File: config.mk
export PLATFORM = sky130hd
export DESIGN_NAME = i2c_master_transaction_sequencer_unit_flat
export DESIGN_NICKNAME = d
export VERILOG_FILES = /design/src/sv/i2cmts_pkg.sv /design/src/sv/i2cmts_in_if.sv /design/src/sv/i2cmts_out_if.sv /design/src/sv/i2cmts_buf.sv /design/src/sv/i2cmts_core.sv /design/src/sv/i2c_master_transaction_sequencer_unit.sv /design/src/flat_wrapper.sv
export SDC_FILE = /design/constraint.sdc
export NUM_CORES = 2
export LEC_CHECK = 0
export BUFFER_PORTS_ARGS = -buffer_cell sky130_fd_sc_hd__buf_2
export CAP_MARGIN = 20
export CORE_MARGIN = 8
export CORE_UTILIZATION = 55
export CTS_BUF_LIST = sky130_fd_sc_hd__clkbuf_4
export CTS_CLUSTER_DIAMETER = 30
export DETAILED_ROUTE_END_ITERATION = 7
export GPL_ROUTABILITY_DRIVEN = 0
export HOLD_SLACK_MARGIN = 0.05
export PLACE_DENSITY_LB_ADDON = 0.1
export SLEW_MARGIN = 30
export SYNTH_ARGS = -nofsm -noshare
export SYNTH_HDL_FRONTEND = slang
export SYNTH_SLANG_ARGS = --single-unit
File: constraint.sdc
create_clock -name clk -period 5.1 [get_ports clk]
set_input_delay 0.255 -clock clk [delete_from_list [all_inputs] [get_ports clk]]
set_output_delay 0.255 -clock clk [all_outputs]
set_load 0.005 [all_outputs]
File: src/sv/i2cmts_pkg.sv
// Shared types, codes and helpers for the I2C master transaction sequencer.
// No dependencies; compiled first.
package i2cmts_pkg;

    localparam int BUFFER_DEPTH = 256;
    localparam int BUF_AW       = $clog2(BUFFER_DEPTH);

    // event codes
    localparam logic [2:0] FN_LOAD  = 3'd0;
    localparam logic [2:0] FN_START = 3'd1;
    localparam logic [2:0] FN_COND  = 3'd2;
    localparam logic [2:0] FN_ACK   = 3'd3;
    localparam logic [2:0] FN_RX    = 3'd4;

    // transfer modes
    localparam logic [1:0] MODE_READ    = 2'd0;
    localparam logic [1:0] MODE_WRITE   = 2'd1;
    localparam logic [1:0] MODE_REGREAD = 2'd2;

    // bus commands
    localparam logic [2:0] CMD_NONE    = 3'd0;
    localparam logic [2:0] CMD_START   = 3'd1;
    localparam logic [2:0] CMD_RESTART = 3'd2;
    localparam logic [2:0] CMD_STOP    = 3'd3;
    localparam logic [2:0] CMD_RELEASE = 3'd4;
    localparam logic [2:0] CMD_DATA    = 3'd5;

    // ack and receive-enable controls
    localparam logic [1:0] ACK_SEND   = 2'd1;
    localparam logic [1:0] ACK_NACK   = 2'd2;
    localparam logic [1:0] RX_ENABLE  = 2'd1;
    localparam logic [1:0] RX_DISABLE = 2'd2;

    localparam logic [7:0] READ_BIT   = 8'h01;
    localparam logic [7:0] DUMMY_BYTE = 8'hFF;

    typedef logic [BUF_AW-1:0] buf_ptr_t;

    typedef struct packed {
        logic [2:0] func;
        logic [7:0] slave_addr;
        logic [1:0] xfer_mode;
        logic [7:0] count;
        logic [7:0] read_count;
        logic [7:0] data_byte;
        logic       nack;
    } in_item_t;

    typedef struct packed {
        logic [2:0] bus_cmd;
        logic       tx_valid;
        logic [7:0] tx_byte;
        logic [1:0] ack_ctl;
        logic [1:0] rx_irq_ctl;
        logic       rx_valid;
        logic [7:0] rx_byte;
        logic [7:0] rx_index;
        logic       done_res;
        logic       nack_seen;
        logic       busy_res;
    } out_item_t;

    // write buffer port requests from the core
    typedef struct packed {
        logic       we;
        buf_ptr_t   waddr;
        logic [7:0] wdata;
        buf_ptr_t   raddr;
    } buf_req_t;

    function automatic buf_ptr_t ptr_inc(input buf_ptr_t p);
        buf_ptr_t r;
        r = (p == BUF_AW'(BUFFER_DEPTH - 1)) ? '0 : p + 1'b1;
        return r;
    endfunction

endpackage

File: src/sv/i2cmts_in_if.sv
// Event input channel: valid/ready handshake with an event payload.
// Depends on i2cmts_pkg.
interface i2cmts_in_if;
    import i2cmts_pkg::*;

    logic     valid;
    logic     ready;
    in_item_t item;

    modport source (output valid, output item, input ready);
    modport sink   (input valid, input item, output ready);
endinterface

File: src/sv/i2cmts_out_if.sv
// Result output channel: valid/ready handshake with a result payload.
// Depends on i2cmts_pkg.
interface i2cmts_out_if;
    import i2cmts_pkg::*;

    logic      valid;
    logic      ready;
    out_item_t item;

    modport source (output valid, output item, input ready);
    modport sink   (input valid, input item, output ready);
endinterface

File: src/sv/i2cmts_buf.sv
// Write byte buffer: one write port, one read port with registered data.
// Depends on i2cmts_pkg.
module i2cmts_buf (
    input  logic                  clk,
    input  i2cmts_pkg::buf_req_t  req,
    output logic [7:0]            rd_data
);
    import i2cmts_pkg::*;

    logic [7:0] mem [BUFFER_DEPTH];
    logic [7:0] rd_data_reg;

    always_ff @(posedge clk)
    begin
        if (req.we)
        begin
            mem[req.waddr] <= req.wdata;
        end
        rd_data_reg <= mem[req.raddr];
    end

    assign rd_data = rd_data_reg;

endmodule

File: src/sv/i2cmts_core.sv
// Sequencer state and the per-event decision logic producing one result.
// Depends on i2cmts_pkg; drives the write buffer in i2cmts_buf.
module i2cmts_core (
    input  logic                   clk,
    input  logic                   rst_n,
    input  logic                   accept,
    input  i2cmts_pkg::in_item_t   item,
    input  logic [7:0]             buf_rd_data,
    output i2cmts_pkg::buf_req_t   buf_req,
    output i2cmts_pkg::out_item_t  result
);
    import i2cmts_pkg::*;

    typedef enum logic [1:0] {PH_ADDR, PH_STOP, PH_RESTART, PH_DATA} phase_t;

    phase_t     phase_reg,   phase_next;
    logic [1:0] dir_reg,     dir_next;
    logic [7:0] remain_reg,  remain_next;
    logic [7:0] pend_reg,    pend_next;
    logic [7:0] target_reg,  target_next;
    buf_ptr_t   rd_ptr_reg,  rd_ptr_next;
    buf_ptr_t   wr_ptr_reg,  wr_ptr_next;
    logic [7:0] rx_cnt_reg,  rx_cnt_next;
    logic       busy_reg,    busy_next;
    out_item_t  res;
    logic       mode_ok;

    assign mode_ok = (item.xfer_mode == MODE_READ) || (item.xfer_mode == MODE_WRITE)
                     || (item.xfer_mode == MODE_REGREAD);

    always_comb
    begin
        phase_next  = phase_reg;
        dir_next    = dir_reg;
        remain_next = remain_reg;
        pend_next   = pend_reg;
        target_next = target_reg;
        rd_ptr_next = rd_ptr_reg;
        wr_ptr_next = wr_ptr_reg;
        rx_cnt_next = rx_cnt_reg;
        busy_next   = busy_reg;
        res         = '0;
        res.bus_cmd = CMD_NONE;

        case (item.func)
            FN_LOAD:
            begin
                if (!busy_reg)
                begin
                    wr_ptr_next = ptr_inc(wr_ptr_reg);
                end
            end
            FN_START:
            begin
                if (!busy_reg && mode_ok)
                begin
                    dir_next    = item.xfer_mode;
                    rd_ptr_next = '0;
                    wr_ptr_next = '0;
                    rx_cnt_next = '0;
                    phase_next  = PH_ADDR;
                    busy_next   = 1'b1;
                    res.bus_cmd = CMD_START;
                    if (item.xfer_mode == MODE_WRITE)
                    begin
                        target_next = item.slave_addr;
                        remain_next = item.count;
                    end
                    else if (item.xfer_mode == MODE_READ)
                    begin
                        target_next    = item.slave_addr | READ_BIT;
                        remain_next    = item.count;
                        res.rx_irq_ctl = RX_DISABLE;
                    end
                    else
                    begin
                        target_next    = item.slave_addr;
                        remain_next    = 8'd1;
                        pend_next      = item.read_count;
                        res.rx_irq_ctl = RX_DISABLE;
                    end
                end
            end
            FN_COND:
            begin
                if (busy_reg)
                begin
                    case (phase_reg)
                        PH_ADDR:
                        begin
                            res.ack_ctl  = ACK_NACK;
                            res.tx_valid = 1'b1;
                            res.tx_byte  = target_reg;
                            res.bus_cmd  = CMD_DATA;
                        end
                        PH_STOP:
                        begin
                            phase_next   = PH_ADDR;
                            busy_next    = 1'b0;
                            res.bus_cmd  = CMD_RELEASE;
                            res.done_res = 1'b1;
                        end
                        PH_RESTART:
                        begin
                            remain_next  = pend_reg;
                            rx_cnt_next  = '0;
                            dir_next     = MODE_READ;
                            phase_next   = PH_ADDR;
                            res.ack_ctl  = ACK_NACK;
                            res.tx_valid = 1'b1;
                            res.tx_byte  = target_reg | READ_BIT;
                            res.bus_cmd  = CMD_DATA;
                        end
                        default: ;
                    endcase
                end
            end
            FN_ACK:
            begin
                if (busy_reg)
                begin
                    // end of count: stop, restart, or final NACK on reads
                    if (remain_reg <= 8'd1)
                    begin
                        if (remain_reg == 8'd0 && dir_reg != MODE_READ)
                        begin
                            if (dir_reg == MODE_WRITE)
                            begin
                                phase_next  = PH_STOP;
                                res.bus_cmd = CMD_STOP;
                            end
                            else
                            begin
                                phase_next  = PH_RESTART;
                                res.bus_cmd = CMD_RESTART;
                            end
                        end
                        else if (dir_reg == MODE_READ)
                        begin
                            if (remain_reg != 8'd0)
                            begin
                                res.ack_ctl = ACK_NACK;
                            end
                            else
                            begin
                                res.rx_irq_ctl = RX_DISABLE;
                                phase_next     = PH_STOP;
                                res.bus_cmd    = CMD_STOP;
                            end
                        end
                    end
                    if (!item.nack && phase_next == PH_ADDR)
                    begin
                        phase_next = PH_DATA;
                        if (dir_reg != MODE_READ)
                        begin
                            res.tx_valid = 1'b1;
                            res.tx_byte  = buf_rd_data;
                            rd_ptr_next  = ptr_inc(rd_ptr_reg);
                            remain_next  = remain_reg - 8'd1;
                        end
                        else
                        begin
                            if (remain_reg >= 8'd2)
                            begin
                                res.ack_ctl = ACK_SEND;
                            end
                            res.rx_irq_ctl = RX_ENABLE;
                            res.tx_valid   = 1'b1;
                            res.tx_byte    = DUMMY_BYTE;
                        end
                        res.bus_cmd = CMD_DATA;
                    end
                    else if (item.nack)
                    begin
                        if (dir_reg != MODE_READ)
                        begin
                            phase_next    = PH_STOP;
                            res.bus_cmd   = CMD_STOP;
                            res.nack_seen = 1'b1;
                        end
                    end
                    else if (phase_next == PH_DATA)
                    begin
                        if (dir_reg != MODE_READ)
                        begin
                            res.tx_valid = 1'b1;
                            res.tx_byte  = buf_rd_data;
                            rd_ptr_next  = ptr_inc(rd_ptr_reg);
                            remain_next  = remain_reg - 8'd1;
                        end
                        else
                        begin
                            res.tx_valid = 1'b1;
                            res.tx_byte  = DUMMY_BYTE;
                        end
                        res.bus_cmd = CMD_DATA;
                    end
                end
            end
            FN_RX:
            begin
                if (busy_reg && dir_reg == MODE_READ)
                begin
                    res.rx_valid = 1'b1;
                    res.rx_byte  = item.data_byte;
                    res.rx_index = rx_cnt_reg;
                    rx_cnt_next  = rx_cnt_reg + 8'd1;
                    if (remain_reg != 8'd0)
                    begin
                        remain_next = remain_reg - 8'd1;
                    end
                end
            end
            default: ;
        endcase

        res.busy_res = busy_next;
    end

    always_ff @(posedge clk or negedge rst_n)
    begin
        if (!rst_n)
        begin
            phase_reg  <= PH_ADDR;
            dir_reg    <= MODE_READ;
            remain_reg <= '0;
            pend_reg   <= '0;
            target_reg <= '0;
            rd_ptr_reg <= '0;
            wr_ptr_reg <= '0;
            rx_cnt_reg <= '0;
            busy_reg   <= 1'b0;
        end
        else if (accept)
        begin
            phase_reg  <= phase_next;
            dir_reg    <= dir_next;
            remain_reg <= remain_next;
            pend_reg   <= pend_next;
            target_reg <= target_next;
            rd_ptr_reg <= rd_ptr_next;
            wr_ptr_reg <= wr_ptr_next;
            rx_cnt_reg <= rx_cnt_next;
            busy_reg   <= busy_next;
        end
    end

    // prefetch the entry the read pointer will point at after this edge
    always_comb
    begin
        buf_req.we    = accept && (item.func == FN_LOAD) && !busy_reg;
        buf_req.waddr = wr_ptr_reg;
        buf_req.wdata = item.data_byte;
        buf_req.raddr = accept ? rd_ptr_next : rd_ptr_reg;
    end

    assign result = res;

    a_load_idle_only: assert property (@(posedge clk) disable iff (!rst_n)
        buf_req.we |-> !busy_reg)
        else $error("buffer written during a transaction");

    a_start_clears_ptrs: assert property (@(posedge clk) disable iff (!rst_n)
        accept && item.func == FN_START && !busy_reg && mode_ok
        |=> busy_reg && rd_ptr_reg == '0 && wr_ptr_reg == '0 && rx_cnt_reg == '0)
        else $error("start did not reset pointers");

    a_release_idles: assert property (@(posedge clk) disable iff (!rst_n)
        accept && res.done_res |=> !busy_reg && phase_reg == PH_ADDR)
        else $error("release left the sequencer busy");

endmodule

File: src/sv/i2c_master_transaction_sequencer_unit.sv
// Top level of the I2C master transaction sequencer: event in, result out.
// Depends on i2cmts_pkg, i2cmts_in_if, i2cmts_out_if, i2cmts_core, i2cmts_buf.
//
//  channel   dir   beat payload  contents
//  in_ch     in    in_item_t     one bus event (load, start, cond done, ack, rx byte)
//  out_ch    out   out_item_t    one result per event
//
// Each event beat is decided in the cycle it is accepted; its result appears in the
// output register on the next cycle. One event per cycle is sustained while out_ch
// takes results; the output register stalls the input only when it holds an untaken
// beat. Buffer data for transmit comes from a registered read that is prefetched at
// the read pointer. rst_n clears all control state; the buffer is not cleared.
module i2c_master_transaction_sequencer_unit (
    input  logic         clk,
    input  logic         rst_n,
    i2cmts_in_if.sink    in_ch,
    i2cmts_out_if.source out_ch
);
    import i2cmts_pkg::*;

    logic      accept;
    buf_req_t  buf_req;
    logic [7:0] buf_rd_data;
    out_item_t result;
    logic      out_valid_reg;
    out_item_t out_item_reg;

    assign in_ch.ready = !out_valid_reg || out_ch.ready;
    assign accept      = in_ch.valid && in_ch.ready;

    i2cmts_core u_core (
        .clk         (clk),
        .rst_n       (rst_n),
        .accept      (accept),
        .item        (in_ch.item),
        .buf_rd_data (buf_rd_data),
        .buf_req     (buf_req),
        .result      (result)
    );

    i2cmts_buf u_buf (
        .clk     (clk),
        .req     (buf_req),
        .rd_data (buf_rd_data)
    );

    always_ff @(posedge clk or negedge rst_n)
    begin
        if (!rst_n)
        begin
            out_valid_reg <= 1'b0;
        end
        else if (accept)
        begin
            out_valid_reg <= 1'b1;
        end
        else if (out_ch.ready)
        begin
            out_valid_reg <= 1'b0;
        end
    end

    always_ff @(posedge clk)
    begin
        if (accept)
        begin
            out_item_reg <= result;
        end
    end

    assign out_ch.valid = out_valid_reg;
    assign out_ch.item  = out_item_reg;

    a_accept_gives_beat: assert property (@(posedge clk) disable iff (!rst_n)
        accept |=> out_ch.valid)
        else $error("accepted event produced no result");

    a_done_not_busy: assert property (@(posedge clk) disable iff (!rst_n)
        out_ch.valid && out_ch.item.done_res |-> !out_ch.item.busy_res
        && out_ch.item.bus_cmd == CMD_RELEASE)
        else $error("done result still busy");

    a_nack_stops: assert property (@(posedge clk) disable iff (!rst_n)
        out_ch.valid && out_ch.item.nack_seen |-> out_ch.item.bus_cmd == CMD_STOP)
        else $error("nack without stop");

endmodule

File: src/flat_wrapper.sv
// flat-port wrapper written by rule: the top's interface ports become plain ports
module i2c_master_transaction_sequencer_unit_flat import i2cmts_pkg::*;
  (clk, rst_n, in_ch_valid, in_ch_item, in_ch_ready, out_ch_valid, out_ch_item, out_ch_ready);
  i2cmts_in_if in_ch_i ();
  i2cmts_out_if out_ch_i ();
  input  logic clk;
  input  logic rst_n;
  input wire logic [$bits(in_ch_i.valid)-1:0] in_ch_valid;
  input wire logic [$bits(in_ch_i.item)-1:0] in_ch_item;
  output wire logic [$bits(in_ch_i.ready)-1:0] in_ch_ready;
  output wire logic [$bits(out_ch_i.valid)-1:0] out_ch_valid;
  output wire logic [$bits(out_ch_i.item)-1:0] out_ch_item;
  input wire logic [$bits(out_ch_i.ready)-1:0] out_ch_ready;
  assign in_ch_i.valid = in_ch_valid;
  assign in_ch_i.item = in_ch_item;
  assign in_ch_ready = in_ch_i.ready;
  assign out_ch_valid = out_ch_i.valid;
  assign out_ch_item = out_ch_i.item;
  assign out_ch_i.ready = out_ch_ready;
  i2c_master_transaction_sequencer_unit u_core (.clk(clk), .rst_n(rst_n), .in_ch(in_ch_i), .out_ch(out_ch_i));
endmodule
# --- Word-level counts from Yosys, hierarchy flattened ---
# Memories as Yosys holds them, arrays and structs flattened. A register that Yosys moved wholly into a read port is not among the register bits.
# Index checks and enable logic that the tools add are counted.
classes:
  bitwise: 5
  muxes: 91
  addsub: 4
  n_reduce_logical: 39
  n_eq_ne: 22
  magnitude_cmp: 2
op_table:
  columns: ["operator", "n"]
  rows:
  - ["two-way mux 8 bit", 27]
  - ["two-way mux 2 bit", 24]
  - ["case mux 11 bit (2 select lines)", 2]
  - ["case mux 8 bit (2 select lines)", 2]
  - ["case mux 8 bit (4 select lines)", 1]
  - ["adder 8 x 1 -> 8 bit, second input constant", 3]
  - ["two-way mux 12 bit", 2]
  - ["case mux 8 bit (3 select lines)", 1]
  - ["two-way mux 4 bit", 5]
  - ["two-way mux 17 bit", 1]
  - ["== test 8 bit, second input constant", 2]
  - ["two-way mux 16 bit", 1]
  - ["two-way mux 14 bit", 1]
  - ["inequality test 2 bit, second input constant", 7]
  - ["two-way mux 1 bit", 13]
  - ["two-way mux 3 bit", 4]
  - ["AND reduction 6 bit", 2]
  - ["AND reduction 10 bit", 1]
  - ["AND reduction 5 bit", 2]
  - ["two-way mux 9 bit", 1]
  - ["case mux 3 bit (3 select lines)", 1]
  - ["greater-or-equal comparator 8 x 2 -> 1 bit, second input constant", 1]
  - ["less-or-equal comparator 8 x 1 -> 1 bit, second input constant", 1]
  - ["zero test 2 bit", 4]
  - ["27 further kinds", 54]
totals:
  regBits: 90
  in_bits: 42
  output_inout_bits: 38
  word_cells: 185
  n_memories: 1
  ramBits: 2048
mem_list:
  columns: ["name", "depth", "word_bits", "read_ports", "rd_ports_with_merged_regs", "write_ports", "line", "source"]
  rows:
  - ["u_core.u_buf.mem", 256, 8, 1, 1, 1, "i2cmts_buf.sv:10", "logic [7:0] mem [BUFFER_DEPTH];"]

# --- Longest topological paths before layout ---
logic_depth:
  ltp_word: 14
  depth_mapped: 19
  mapped_depth_nobuf: 14

# --- Cells and area by module ---
# From an unflattened synthesis, not the netlist that was laid out.
unflattened:
  hier_cells: 4173
  hier_area_um2: 84234.5
modules_own_cells:
  columns: ["module", "area_per_inst_um2", "instances", "cells_per_inst", "seq_area_each_um2"]
  rows:
  - ["i2cmts_buf", 79556.3, 1, 3733, 61659.1]
  - ["i2cmts_core", 3543.4, 1, 400, 1326.3]
  - ["i2c_master_transaction_sequencer_unit", 1134.8, 1, 40, 1106.1]

# --- Worst setup path after synthesis ---
# OpenSTA, ideal clock, no wires.
synth_path:
  path_kind: "register -> register"
  startpoint: "register u_core.u_core.remain_reg[0]"
  endpoint: "register u_core.u_buf.rd_data_reg[6] (netlist: u_core.u_buf.rd_data[6]), read port of u_core.u_buf.mem"
  stages_incl_launch_ff: 18
  slack_ps: 1282
  path_buffers: 5
  synth_period_minus_slack_ps: 3818
  t_arrival_ps: 3695
  setup_time_ps: 123
  required_ps: 4977
  cell_sequence: "dfrtp_1 -> inv_1 -> ha_1 -> clkbuf_1 -> o21ai_1 -> o311ai_4 -> or4_1 -> o21a_1 -> clkinv_1 -> buf_2 -> buf_1 -> clkbuf_1 -> buf_1 -> nand3_1 -> a31oi_1 -> nand4_1 -> nor4_1 -> nor4_1"
synth_via:
  elab_chain_len: 14
  word_cells_on_any_way: 19
  cone_classes: "order compare: 1; eq/ne: 1; mux: 12; reduce/logical: 5"
synth_lines:
  columns: ["item", "line", "source"]
  rows:
  - ["from (decl)", "i2cmts_core.sv:18", "logic [7:0] remain_reg, remain_next;"]
  - ["from (signal assigned)", "i2cmts_core.sv:239", "remain_reg <= remain_next;"]
  - ["nonzero test 8 bit", "i2cmts_core.sv:140", "if (remain_reg != 8'd0)"]
  - ["two-way mux 2 bit", "i2cmts_core.sv:140", null]
  - ["two-way mux 2 bit", "i2cmts_core.sv:138", "else if (dir_reg == MODE_READ)"]
  - ["two-way mux 2 bit", "i2cmts_core.sv:125", "if (remain_reg == 8'd0 && dir_reg != MODE_READ)"]
  - ["two-way mux 2 bit (*)", "i2cmts_core.sv:123", "if (remain_reg <= 8'd1)"]
  - ["two-way mux 2 bit (*)", "i2cmts_core.sv:120", "if (busy_reg)"]
  - ["two-way mux 2 bit (*)", "i2cmts_core.sv:45", "case (item.func)"]
  - ["== test 2 bit", "i2cmts_core.sv:183", "else if (phase_next == PH_DATA)"]
  - ["two-way mux 8 bit", "i2cmts_core.sv:183", null]
  - ["two-way mux 8 bit", "i2cmts_core.sv:174", "else if (item.nack)"]
  - ["two-way mux 8 bit (*)", "i2cmts_core.sv:152", "if (!item.nack && phase_next == PH_ADDR)"]
  - ["two-way mux 8 bit (*)", "i2cmts_core.sv:120", null]
  - ["case mux 8 bit (2 select lines) (*)", "i2cmts_core.sv:45", null]
  - ["two-way mux 8 bit (*)", null, null]
  - ["to (decl)", "i2cmts_buf.sv:11", "logic [7:0] rd_data_reg;"]
# Mark *: on every way between the ends. The rest lies on a longest branch, timed or not. The select of a mux whose other input is x is not followed.
# A chain may end at the register's enable or synchronous reset.

# --- Final worst setup path ---
layout_path:
  startpoint: "register u_core.u_core.remain_reg[2]"
  endpoint: "register u_core.u_buf.rd_data_reg[2] (netlist: u_core.u_buf.rd_data[2]), read port of u_core.u_buf.mem"
# Same word-level chain as after synthesis.

==> flow_summary_export.csv <==
group,metric,value,unit
power_and_ir_drop,p_leak,36.25,nW
final_layout,drive_gt1_frac,0.1844,
timing,slew_violations,0,
synth,muxShareOfSynthArea,0.01079,
final_layout,regMostFlops,"u_core.u_buf.mem",
setup_path,rr_worst_depth,13,
min_path,hold_path_class,"input pin to flip-flop",
timing,worst_pin_slew,1.145,ns
timing,period_share,0.9933,
grt,grt_pass1_vias,59060,
synth,synthTopCellsByArea,"edfxtp_1 72%, nand2_1 8.5%, nand3_1 6.1%, dfrtp_1 1.6%, nor2_1 1.4%",
floorplanning,dieArea,0.1700,sq mm
synth,synthesis.yosys.warnings,0,
timing,fin_ws,0.03416,ns
floorplanning,core_region_area,0.1562,sq mm
place,dp_hpwl,161.3,mm
grt,grt_pass1_wl,393.3,mm
final_layout,largest_register_ffs,2048,
timing,finalSetupViolCount,0,
run,max_cap_viol_count,0,
power_and_ir_drop,internal-power,0.03015,W
grt,grtUsageTotal,0.3119,
power_and_ir_drop,peakVddDrop,354.6,uV
final_layout,fill_cells,11880,
synth,synthSimpleGateAreaFrac,0.1815,
synth,synth.most_common_cell,"edfxtp_1",
run_status,status,"finished clean",
floorplanning,start_util,0.5531,
timing,clock_skew,0.1003,ns
drt,dr.pass1.iters,8,
synth,synthAdderAreaFrac,0.002027,
timing,finalHoldViolCount,0,
drt,routed_wl,269.2,mm
drt,drtIter0Drc,8251,
synth,synth_compound_gate_area_share,0.03934,
drt,dr_total_vias,61390,
setup_path,cp_top_family,"simple AND/OR/NAND/NOR gates",
synth,synth_top_family_by_area,"simple AND/OR/NAND/NOR gates",
setup_path,arrival,6.29,ns
power_and_ir_drop,powerDensity,433.5,mW/mm^2
synth,ys.flop_type,"edfxtp_1",
synth,syn_inst,6859,
timing,relSlewSlack,0.2339,
setup_path,path_max_fanout,15,
synth,syn_area_per_cell,12.60,sq um
synth,synthTopCellsByCount,"2084 x edfxtp_1, 1950 x nand2_1, 1048 x nand3_1",
timing,fin_tns_setup,0,ns
cts,h-tree-depth,6,
synth,synth.distinct_cells,80,
cts,clk_latency,1.41,ns
setup_path,crit_cells,13,
drt,ant_nets,0,
setup_path,cp.required,6.33,ns
synth,synth_area,0.08640,sq mm
power_and_ir_drop,combPwrFrac,0.206,
power_and_ir_drop,p_sw,0.01334,W
setup_path,critPathLaunchType,"flip-flop",
min_path,hold_depth,2,
setup_path,cp-end-kind,"flip-flop",
place,dp.cells,9012,
synth,synth_top_area_cell,"edfxtp_1",
timing,period_needed,5.066,ns
power_and_ir_drop,power.share.switching,0.3067,
floorplanning,io_pins,80,
floorplanning,rows,145,
synth,yosysSeqAreaShare,0.7418,
power_and_ir_drop,clkPwrFrac,0.341,
synth,synth_async_sr_flop_share,0.02516,
place,pre_cts_ws,-0.2394,ns
setup_path,crit_slowest_cell,"nor2_4",
floorplanning,die_h,412.4,um
setup_path,cpPeakStageDelay,0.90,ns
timing,max_freq,0.1974,GHz
synth,ys_ff_latch,2146,
final_layout,area_growth,16.12,%
setup_path,crit_path_cell_trace,"or4_1 > buf_4 > o311a_1 > a31oi_1 > o21a_1 > o21ai_1 > nor2_4 > a221oi_1 > nand4_1 > nor3_1 > buf_4 > a31oi_1 > nor4bb_1",
place,placed_area,0.09182,sq mm
cts,numCtsBuffers,583,
drt,drc,0,
grt,grt_max_degree,161,
synth,syn_nets,6915,
cts,clk_pin_slew_worst_paths,0.08,ns
cts,clk_path_buf_depth,4,
drt,wl_per_cell,26.60,um
final_layout,nNetsFinal,7731,
synth,synth.top_cell.area_share,0.7243,
drt,routed_via_density,6.065,
floorplanning,die_x,412.4,um
cts,cts_tree,"built",
place,io_buffer_count,79,
final_layout,post_layout_nonfiller_instances,10120,
grt,grt-ovfl-total,0,
synth,synth_xor_area_frac,0.001216,
setup_path,r2r_slack,0.03,ns
grt,antenna_found_initial,21,
synth,synth_edf_count,2084,
setup_path,critical_path_buf_inv_count,2,
power_and_ir_drop,p_seq_frac,0.453,
final_layout,stdcell_area,0.1003,sq mm
power_and_ir_drop,power,0.04349,W
cts,clock_sinks,2146,
cts,root_buffer,"clkbuf_4",
setup_path,critPathKind,"flip-flop to flip-flop",
area by class of cell:
type | count | area, sq um | area share
tap | 2058 | 2575 | 0.02566
multi-input combinational | 4246 | 20530 | 0.2046
sequential | 2146 | 64090 | 0.6388
antenna | 18 | 45.04 | 0.0004489
clock buffer | 830 | 6231 | 0.06210
timing repair buffer | 667 | 5995 | 0.05975
clock inverter | 126 | 734.5 | 0.007320
inverter | 31 | 133.9 | 0.001334
path summary, 6_finish.rpt:
path,startpoint,endpoint
max,u_core.u_core.remain_reg[2]$_DFFE_PN0P_,u_core.u_buf.rd_data[2]$_DFF_P_
min in group asynchronous,rst_n,u_core.u_core.target_reg[6]$_DFFE_PN0P_
max reg2reg,u_core.u_core.remain_reg[2]$_DFFE_PN0P_,u_core.u_buf.rd_data[2]$_DFF_P_
max in group asynchronous,rst_n,u_core.u_core.wr_ptr_reg[1]$_DFFE_PN0P_
min,in_ch_item[7],u_core.u_buf.mem[128][6]$_DFFE_PP_
min reg2reg,u_core.u_core.target_reg[1]$_DFFE_PN0P_,u_core.out_ch.item[25]$_DFFE_PP_
placed cells by master (no fill, tap or decap), types with 9 or more instances in the layout:
master,n
edfxtp_1,2084
nand2_1,1939
nand3_1,1048
clkbuf_4,830
buf_4,398
nor2_1,308
dlygate4sd3_1,130
a21oi_1,111
and3_1,105
a31oi_1,86
clkinv_1,83
mux2i_1,83
o21ai_0,82
buf_2,71
nand4_1,68
a22oi_1,63
a311oi_1,59
dfrtp_1,54
buf_12,53
inv_1,26
nor3_1,23
nor4_1,22
inv_2,20
and2_1,19
diode_2,18
ha_1,14
clkinv_2,14
a221oi_1,13
nand2_2,11
nor3_2,10
a32oi_1,10
a211oi_1,10
nor2b_1,9
mux2_2,9
bufinv_16,9
routing by layer:
| metal | global-route usage | wire [um] | share of wire | up-vias |
|---|---|---|---|---|
| met4 | 0.1282 | 10770 | 0.040 | 14 |
| met2 | 0.4724 | 122800 | 0.46 | 3620 |
| met5 | 0 | 103 | 0.00038 | - |
| met3 | 0.08074 | 30250 | 0.11 | 598 |
| met1 | 0.4331 | 105300 | 0.39 | 30170 |
| li1 | - | - | - | 26980 |
metrics by stage:
step / hold WS [ns] / util
after floorplan: -0.04059 / -
after global placement: 0.4421 / 0.5877
after detailed placement: 0.4530 / 0.5878
after CTS: 0.05783 / 0.6412
after global routing: 0.09085 / 0.6422
final: 0.1303 / 0.6423
power by group through the flow:
stage / combinational, W / sequential, W / clock (W)
after CTS: 0.00880 / 0.0197 / 0.0151
after global routing: 0.00968 / 0.0197 / 0.0160
after floorplan: 0.00551 / 0.0199 / 0
final: 0.00895 / 0.0197 / 0.0148
after global placement: 0.00847 / 0.0201 / 0
after detailed placement: 0.00857 / 0.0201 / 0
logic make-up after synthesis:
family	Yosys count
buf+inv	467
xor+xnor	12
compound gates	506
flops	2146
mux	92
fa+ha+maj	14
simple gates	3622
worst register-to-register path: cells and delay by family, from the launching register on:
| family | cells | cell delay (ns) |
|---|---|---|
| and+or+nand+nor | 5 | 2.15 |
| DFF | 1 | 0.46 |
| buffers and inverters | 2 | 0.36 |
| AOI/OAI and AO/OA | 6 | 1.99 |
repair_timing:
| item | 4_1_cts | 5_1_grt |
|---|---|---|
| endpoints found under the hold margin | 1935 | 25 |
| setup buffers | 3 | 0 |
| pin swaps | 1 | 1 |
| endpoints found under the setup margin | 5 | 7 |
| gates resized for setup | 1 | 14 |
| gates cloned | 0 | 0 |
| hold buffers | 131 | 1 |
Power figures use the tool's default switching activity.
